[src/sv/hdlc_frame_encoder_defines.svh]
// assertion macros for the hdlc frame encoder
`ifndef HDLC_FRAME_ENCODER_DEFINES_SVH
`define HDLC_FRAME_ENCODER_DEFINES_SVH

// condition holds at every clock edge outside reset
`define HFE_ASSERT_ALWAYS(label, cond, msg) \
    label: assert property (@(posedge clk) disable iff (!rst_n) (cond)) else $error(msg);

// antecedent implies consequent in the following cycle
`define HFE_ASSERT_NEXT(label, ante, cons, msg) \
    label: assert property (@(posedge clk) disable iff (!rst_n) (ante) |=> (cons)) \
        else $error(msg);

`endif

[src/sv/hfe_pkg.sv]
// shared types, codes and constants of the hdlc frame encoder
`timescale 1ns / 1ps

package hfe_pkg;

    // input command codes
    localparam logic [1:0] CMD_START   = 2'd0;
    localparam logic [1:0] CMD_PAYLOAD = 2'd1;
    localparam logic [1:0] CMD_END     = 2'd2;

    localparam logic [7:0]  FLAG_BYTE  = 8'h7E;
    localparam logic [15:0] CRC_POLY   = 16'h8408;
    localparam logic [15:0] CRC_PRESET = 16'hFFFF;
    localparam logic [7:0]  HDR_CTRL   = 8'h03;
    localparam logic [7:0]  HDR_PROTO  = 8'hCC;
    localparam logic [2:0]  STUFF_RUN  = 3'd5;
    localparam logic [2:0]  LAST_BIT   = 3'd7;
    localparam logic [1:0]  QUEUE_DEPTH = 2'd2;
    localparam logic [1:0]  LAST_HDR   = 2'd3;

    typedef enum logic [1:0] {
        KIND_START,
        KIND_PAYLOAD,
        KIND_END
    } kind_t;

    typedef enum logic [1:0] {
        ST_IDLE,
        ST_FLAG,
        ST_DATA
    } st_t;

    typedef struct packed {
        kind_t      kind;
        logic [7:0] data;
    } q_entry_t;

    typedef struct packed {
        st_t        state;
        logic [2:0] ones;
    } back_status_t;

    // header byte by position: link id high part, low part, control, protocol
    function automatic logic [7:0] header_byte(input logic [1:0] idx,
                                               input logic [9:0] id);
        logic [7:0] b;
        case (idx)
            2'd0:    b = {id[9:4], 2'b00};
            2'd1:    b = {id[3:0], 4'h0};
            2'd2:    b = HDR_CTRL;
            default: b = HDR_PROTO;
        endcase
        return b;
    endfunction

endpackage

[src/sv/hfe_front.sv]
// front end: accepts commands, classifies them and queues them for the serializer
`timescale 1ns / 1ps

module hfe_front
    import hfe_pkg::*;
(
    input  logic       clk,
    input  logic       rst_n,
    input  logic       in_valid,
    output logic       in_ready,
    input  logic [1:0] command,
    input  logic [7:0] data_byte,
    input  logic       pop,
    output logic       q_valid,
    output q_entry_t   q_entry
);

    logic [1:0] count_reg, count_next;
    q_entry_t   slot0_reg, slot0_next;
    q_entry_t   slot1_reg, slot1_next;
    q_entry_t   new_entry;
    logic       known;
    logic       push;

    always_comb
    begin
        new_entry.data = data_byte;
        known          = 1'b1;
        case (command)
            CMD_START:   new_entry.kind = KIND_START;
            CMD_PAYLOAD: new_entry.kind = KIND_PAYLOAD;
            CMD_END:     new_entry.kind = KIND_END;
            default:
            begin
                // unknown code is taken and dropped
                new_entry.kind = KIND_PAYLOAD;
                known          = 1'b0;
            end
        endcase
    end

    assign in_ready = (count_reg != QUEUE_DEPTH);
    assign push     = in_valid && in_ready && known;
    assign q_valid  = (count_reg != 2'd0);
    assign q_entry  = slot0_reg;

    always_comb
    begin
        slot0_next = slot0_reg;
        slot1_next = slot1_reg;
        count_next = count_reg;
        if (pop)
        begin
            slot0_next = slot1_reg;
            count_next = count_reg - 2'd1;
        end
        if (push)
        begin
            if (count_next == 2'd0)
                slot0_next = new_entry;
            else
                slot1_next = new_entry;
            count_next = count_next + 2'd1;
        end
    end

    always_ff @(posedge clk or negedge rst_n)
    begin
        if (!rst_n)
            count_reg <= 2'd0;
        else
            count_reg <= count_next;
    end

    always_ff @(posedge clk)
    begin
        slot0_reg <= slot0_next;
        slot1_reg <= slot1_next;
    end

endmodule

[src/sv/hfe_back.sv]
// back end: serializes queued commands into stuffed line bits with crc
`timescale 1ns / 1ps

module hfe_back
    import hfe_pkg::*;
(
    input  logic         clk,
    input  logic         rst_n,
    input  logic [9:0]   link_id,
    input  logic         q_valid,
    input  q_entry_t     q_entry,
    output logic         pop,
    output logic         out_valid,
    input  logic         out_ready,
    output logic         line_bit,
    output logic         last,
    output back_status_t status
);

    st_t         state_reg, state_next;
    kind_t       kind_reg, kind_next;
    logic [7:0]  shreg_reg, shreg_next;
    logic [2:0]  bit_cnt_reg, bit_cnt_next;
    logic [1:0]  byte_idx_reg, byte_idx_next;
    logic [15:0] crc_reg, crc_next;
    logic [2:0]  ones_reg, ones_next;
    logic        out_valid_reg;
    logic        out_bit_reg;
    logic        out_last_reg;
    logic        ce;
    logic        stuff;
    logic        emit;
    logic        emit_bit;
    logic        emit_last;
    logic        byte_done;

    // output stage can take a bit when empty or being drained
    assign ce        = !out_valid_reg || out_ready;
    assign stuff     = (ones_reg >= STUFF_RUN);
    assign byte_done = ce && !stuff && (bit_cnt_reg == LAST_BIT);

    // next state
    always_comb
    begin
        state_next = state_reg;
        case (state_reg)
            ST_IDLE:
                if (q_valid)
                    state_next = (q_entry.kind == KIND_START) ? ST_FLAG : ST_DATA;
            ST_FLAG:
                if (byte_done)
                    state_next = (kind_reg == KIND_END) ? ST_IDLE : ST_DATA;
            ST_DATA:
                if (byte_done)
                begin
                    case (kind_reg)
                        KIND_START:
                            if (byte_idx_reg == LAST_HDR)
                                state_next = ST_IDLE;
                        KIND_END:
                            if (byte_idx_reg != 2'd0)
                                state_next = ST_FLAG;
                        default:
                            state_next = ST_IDLE;
                    endcase
                end
            default:
                state_next = ST_IDLE;
        endcase
    end

    // datapath and outputs
    always_comb
    begin
        kind_next     = kind_reg;
        shreg_next    = shreg_reg;
        bit_cnt_next  = bit_cnt_reg;
        byte_idx_next = byte_idx_reg;
        crc_next      = crc_reg;
        ones_next     = ones_reg;
        pop           = 1'b0;
        emit          = 1'b0;
        emit_bit      = 1'b0;
        emit_last     = 1'b0;
        case (state_reg)
            ST_IDLE:
                if (q_valid)
                begin
                    pop           = 1'b1;
                    kind_next     = q_entry.kind;
                    bit_cnt_next  = 3'd0;
                    byte_idx_next = 2'd0;
                    case (q_entry.kind)
                        KIND_START:
                        begin
                            ones_next = 3'd0;
                            crc_next  = CRC_PRESET;
                        end
                        KIND_END:
                            shreg_next = ~crc_reg[7:0];
                        default:
                            shreg_next = q_entry.data;
                    endcase
                end
            ST_FLAG:
                if (ce)
                begin
                    emit = 1'b1;
                    if (stuff)
                    begin
                        // pending run of ones before the closing flag
                        emit_bit  = 1'b0;
                        ones_next = 3'd0;
                    end
                    else
                    begin
                        emit_bit     = FLAG_BYTE[bit_cnt_reg];
                        bit_cnt_next = bit_cnt_reg + 3'd1;
                        if (bit_cnt_reg == LAST_BIT)
                        begin
                            ones_next = 3'd0;
                            if (kind_reg == KIND_END)
                            begin
                                emit_last = 1'b1;
                                crc_next  = CRC_PRESET;
                            end
                            else
                            begin
                                shreg_next    = header_byte(2'd0, link_id);
                                byte_idx_next = 2'd0;
                            end
                        end
                    end
                end
            ST_DATA:
                if (ce)
                begin
                    emit = 1'b1;
                    if (stuff)
                    begin
                        emit_bit  = 1'b0;
                        ones_next = 3'd0;
                    end
                    else
                    begin
                        emit_bit     = shreg_reg[0];
                        shreg_next   = {1'b0, shreg_reg[7:1]};
                        bit_cnt_next = bit_cnt_reg + 3'd1;
                        ones_next    = shreg_reg[0] ? ones_reg + 3'd1 : 3'd0;
                        if (kind_reg != KIND_END)
                            crc_next = {1'b0, crc_reg[15:1]}
                                       ^ ((crc_reg[0] ^ shreg_reg[0]) ? CRC_POLY : 16'h0000);
                        if (bit_cnt_reg == LAST_BIT)
                        begin
                            case (kind_reg)
                                KIND_START:
                                    if (byte_idx_reg == LAST_HDR)
                                        emit_last = 1'b1;
                                    else
                                    begin
                                        byte_idx_next = byte_idx_reg + 2'd1;
                                        shreg_next    = header_byte(byte_idx_reg + 2'd1,
                                                                    link_id);
                                    end
                                KIND_END:
                                    if (byte_idx_reg == 2'd0)
                                    begin
                                        byte_idx_next = 2'd1;
                                        shreg_next    = ~crc_reg[15:8];
                                    end
                                default:
                                    emit_last = 1'b1;
                            endcase
                        end
                    end
                end
            default:
                ;
        endcase
    end

    always_ff @(posedge clk or negedge rst_n)
    begin
        if (!rst_n)
        begin
            state_reg     <= ST_IDLE;
            crc_reg       <= CRC_PRESET;
            ones_reg      <= 3'd0;
            out_valid_reg <= 1'b0;
        end
        else
        begin
            state_reg <= state_next;
            crc_reg   <= crc_next;
            ones_reg  <= ones_next;
            if (ce)
                out_valid_reg <= emit;
        end
    end

    always_ff @(posedge clk)
    begin
        kind_reg     <= kind_next;
        shreg_reg    <= shreg_next;
        bit_cnt_reg  <= bit_cnt_next;
        byte_idx_reg <= byte_idx_next;
        if (ce)
        begin
            out_bit_reg  <= emit_bit;
            out_last_reg <= emit_last;
        end
    end

    assign out_valid    = out_valid_reg;
    assign line_bit     = out_bit_reg;
    assign last         = out_last_reg;
    assign status.state = state_reg;
    assign status.ones  = ones_reg;

endmodule

[src/sv/hdlc_frame_encoder.sv]
// top level of the hdlc transmit framer with bit stuffing and crc-16 check
`timescale 1ns / 1ps
`include "hdlc_frame_encoder_defines.svh"

// HDLC transmit framer. Each input item is a command: start sends the opening
// flag 0x7E and four header bytes (link id bits 9..4, link id bits 3..0, 0x03,
// 0xCC), payload sends data_byte, end sends the inverted crc-16 (reflected
// 0x8408, preset 0xFFFF) low byte first and the closing flag. Bits leave lsb
// first, one line bit per output item, with a zero stuffed after five ones
// outside flags; last marks the final bit caused by a command, and command
// code 3 is taken and produces nothing. A two-entry command queue sits between
// the accepting front end and the bit serializer, so in_ready drops only while
// the queue is full. The serializer produces at most one line bit per cycle
// through a single output register, and fetches each command from the queue
// in its idle state before sending that command's bits, so it takes no new
// command while it is still sending the last one. link_id is written
// through the cfg channel, which is always ready, and must only change while
// no frame bits are pending.
module hdlc_frame_encoder
    import hfe_pkg::*;
(
    input  logic       clk,
    input  logic       rst_n,
    // configuration write channel
    input  logic       cfg_valid,
    output logic       cfg_ready,
    input  logic [9:0] cfg_data,
    // command items
    input  logic       in_valid,
    output logic       in_ready,
    input  logic [1:0] command,
    input  logic [7:0] data_byte,
    // line bit items
    output logic       out_valid,
    input  logic       out_ready,
    output logic       line_bit,
    output logic       last
);

    logic [9:0]   link_id_reg;
    logic         q_valid;
    q_entry_t     q_entry;
    logic         pop;
    back_status_t status;

    // link id register, written any time the channel is valid
    assign cfg_ready = 1'b1;

    always_ff @(posedge clk or negedge rst_n)
    begin
        if (!rst_n)
            link_id_reg <= 10'd0;
        else if (cfg_valid && cfg_ready)
            link_id_reg <= cfg_data;
    end

    // front end: decode and queue commands
    hfe_front u_front (
        .clk       (clk),
        .rst_n     (rst_n),
        .in_valid  (in_valid),
        .in_ready  (in_ready),
        .command   (command),
        .data_byte (data_byte),
        .pop       (pop),
        .q_valid   (q_valid),
        .q_entry   (q_entry)
    );

    // back end: flag, header, payload and crc serializer
    hfe_back u_back (
        .clk       (clk),
        .rst_n     (rst_n),
        .link_id   (link_id_reg),
        .q_valid   (q_valid),
        .q_entry   (q_entry),
        .pop       (pop),
        .out_valid (out_valid),
        .out_ready (out_ready),
        .line_bit  (line_bit),
        .last      (last),
        .status    (status)
    );

    // stuffing keeps the run of ones at five or fewer
    `HFE_ASSERT_ALWAYS(a_ones_bounded, status.ones <= STUFF_RUN, "ones run exceeds five")

    // serializer only fetches a command that the queue holds
    `HFE_ASSERT_ALWAYS(a_pop_valid, !pop || q_valid, "pop from empty command queue")

    // an idle serializer with an empty queue stays idle
    `HFE_ASSERT_NEXT(a_idle_holds, (status.state == ST_IDLE) && !q_valid,
        status.state == ST_IDLE, "serializer left idle without a command")

endmodule
[config.mk]
export PLATFORM = sky130hd
export DESIGN_NAME = hdlc_frame_encoder
export DESIGN_NICKNAME = d
export VERILOG_FILES = /design/src/sv/hfe_pkg.sv /design/src/sv/hfe_front.sv /design/src/sv/hfe_back.sv /design/src/sv/hdlc_frame_encoder.sv
export VERILOG_INCLUDE_DIRS = /design/src /design/src/sv
export SDC_FILE = /design/constraint.sdc
export NUM_CORES = 1
export LEC_CHECK = 0
export BUFFER_PORTS_ARGS = -buffer_cell sky130_fd_sc_hd__buf_2
export CORE_AREA = 2 2 84 86
export CTS_CLUSTER_DIAMETER = 80
export DETAILED_ROUTE_END_ITERATION = 12
export DIE_AREA = 0 0 86 88
export PLACE_DENSITY = 0.89
export SYNTH_ARGS = -nofsm -noshare
export SYNTH_HDL_FRONTEND = slang
export SYNTH_HIERARCHICAL = 1
export SYNTH_SLANG_ARGS = --single-unit
[constraint.sdc]
create_clock -name clk -period 4.1 [get_ports clk]
set_clock_uncertainty 0.2 [all_clocks]
set_input_delay 0.205 -clock clk [delete_from_list [all_inputs] [get_ports clk]]
set_output_delay 0.205 -clock clk [all_outputs]
set_load 0.05 [all_outputs]
==> flow_summary.ini <==
[detailed_routing]
wl_per_cell_um = 16.1
vias = 2636
ant_nets = 0
routed_wl_um = 7420
drc_errors = 0
dr.pass1.iters = 5
drtIter0Drc = 194
viasPerCell = 5.73

[pwr]
p_per_area_nw_per_um2 = 778
leakage_uw = 0.00186
ir_drop_mv = 0.487

[yosys]
ys_seq_area_frac = 0.489
synthMuxAreaShare = 0.176
synth_most_common_cell = mux2_4
syn_nets = 369
synth_area_leaders = edfxtp_1 21%, mux2_4 14%, dfrtp_1 12%
netlist.area_leader.share = 0.208
synth_compound_area_frac = 0.103
synth_cells = 328
syn_avg_cell_area_um2 = 11.9
synth-xor-area-share = 0.0113
synth_top_family_by_area = multiplexers
async_flop_share = 0.472
ys.flop_type = edfxtp_1
yosys-top-cells-count = 36 x mux2_4, 27 x edfxtp_1, 27 x nand2_1, 20 x nor2_1, 18 x dfrtp_1
synth_fa_ha_area_frac = 0.0515
synth-simple-area-share = 0.132
synth_edf_count = 27
ys_warn_count = 6
netlist_area_um2 = 3890
yosysTopAreaCell = edfxtp_1
synth_seq_cells = 72
ys_types = 52

[sta]
post-route-period-util = 0.787
worstMarginPinSlew_ns = 0.915
clock.fmax_mhz = 310
fin_tns_setup_ns = 0
rsz0062_at_grt = false
finalMaxSlewViolations = 0
finalHoldViolations = 0
final.setup.worst_slack_ns = 0.875
relSlewSlack = 0.390
setup_viol = 0
period_minus_slack_ns = 3.22

[clock_tree]
postCtsSetupBuffers = 0
postCtsHoldBufs = 21
numCtsBuffers = 9
tritoncts = built
cts_root_buffer = clkbuf_8
clock_path_buffers = 2
ctsResizeCount = 0
clk_pin_slew_worst_paths_ns = 0.08
h-tree-depth = 3
clkLatencyLatePin_ns = 0.35
cts.sinks = 72

[cells_and_area]
finish.utilization = 0.668
nets = 416
n_antenna_cell = 0
largest_reg_flops = 16
fin_area_um2 = 4440
drive_above_1_share = 0.303
multiInputGateArea_um2 = 1840
ff_latch_area_um2 = 1900
area_growth_pct = 14.2
fillCellCount = 489

[min_path]
hold_start = in_valid
hold_class = primary input to flop

[critical_path]
crit_start = u_back/state_reg[0]
cp_slowest_cell = and2_1
startpoint_type = flop
slowest_delay_ns = 0.66
crit_chain = inv_1 -> ha_1 -> and2_1 -> nand2_1 -> o21ai_0 -> ha_1 -> and4_1 -> mux2_4
r2r_start = u_back/state_reg[0]
crit_fanout = 15
critical_path_class = flop to flop
path_common_cell = ha_1
cp.required_ns = 4.14
endpoint_kind = flop
critPathArrivalTime_ns = 3.27

[place]
dpl.hpwl_um = 5100
dp_slack_ns = 0.974
place.gp.congestion = 0.858
portBuffers = 28
place_area_um2 = 4050

[global_routing]
grt_max_degree = 35
grt.total_usage = 0.220
grt_antenna_before_repair = 0
grt_overflow = 0
grt_pass1_vias = 2754
grt_pass1_wl_um = 12800

[floorplanning]
die_y_um = 88
die_w_um = 86
row_count = 30
io_pins = 30
initial_core_util = 0.585
die-area_um2 = 7570
core_area_um2 = 6640

[run]
maxCapViolCount = 0

[run_status]
run_status = complete, no violations
## cell type report
| class | count | area share |
|---|---|---|
| flip-flops and latches | 72 | 0.428 |
| multi-input cells | 228 | 0.415 |
| repair buffers | 50 | 0.0806 |
| clock buffers | 9 | 0.0279 |
| well taps | 80 | 0.0225 |
| clock inverters | 7 | 0.0138 |
| inverters | 14 | 0.0118 |
## logic make-up after synthesis
| group | Yosys count |
|---|---|
| XOR/XNOR | 5 |
| adder cells (fa/ha/maj) | 16 |
| buffers and inverters | 28 |
| multiplexers | 49 |
| AND/OR/NAND/NOR | 98 |
| flip-flops | 72 |
| AO/OA/AOI/OAI | 59 |
| other | 1 |
## layer usage
metal | track usage | share of wire | routed length, um
met1 | 0.272 | 0.43 | 3160
met2 | 0.379 | 0.51 | 3760
met3 | 0.0481 | 0.052 | 387
met4 | 0.0823 | 0.016 | 117
met5 | 0 | 0 | 0
## worst max-delay path, delay by kind of cell (launching register included)
family / cells / cell delay, ns
simple gates: 3 / 1.42
fa+ha+maj: 2 / 0.46
flops: 1 / 0.42
mux: 1 / 0.35
compound gates: 1 / 0.17
buf+inv: 1 / 0.09
## stage by stage
step	hold WS, ns	power [uW]	std cells
2_1_floorplan	-0.291	2600	328
3_3_place_gp	0.118	2820	423
3_5_place_dp	0.138	2910	423
4_1_cts	0.0273	3460	460
5_1_grt	0.0445	3700	460
6_report	0.0428	3450	460
## report_power, final
group | internal, uW | total [uW] | switching [uW]
registers | 1110 | 1300 | 190
logic | 761 | 1630 | 872
clock network | 232 | 524 | 293
## layout by cell type, fill, tap and decap left out, drive strengths merged, types with 2 or more instances in the layout
| cell type | instances |
|---|---|
| nor4b | 2 |
| nor2b | 9 |
| a21oi | 12 |
| clkinvlp | 2 |
| dfxtp | 11 |
| a22oi | 2 |
| o21ai | 17 |
| edfxtp | 27 |
| nand4 | 3 |
| nor2 | 20 |
| nor3 | 2 |
| buf | 29 |
| dfstp | 16 |
| dfrtp | 18 |
| o22ai | 2 |
| ha | 16 |
| nand2b | 16 |
| a31oi | 2 |
| mux2i | 2 |
| inv | 19 |
| o31ai | 2 |
| clkbuf | 9 |
| a211oi | 8 |
| dlygate4sd3 | 21 |
| o2111ai | 2 |
| mux2 | 47 |
| a222oi | 2 |
| a221oi | 5 |
| xnor2 | 4 |
| nand3 | 4 |
| or2 | 2 |
| and3 | 4 |
| and2 | 4 |
| nand2 | 27 |
## path summary, 6_finish.rpt
kind	to	slack, ns	cells past startpoint
hold / removal	u_front/count_reg[0]	0.04	3
min in group asynchronous	u_back/out_valid	0.27	2
setup / recovery	u_front/q_entry[1]	0.88	8
hold reg to reg	u_back/crc_reg[15]	0.31	2
setup reg to reg	u_front/q_entry[1]	0.88	8
max in group asynchronous	link_id_reg[5]	2.93	2
Power figures use the tool's default switching activity.
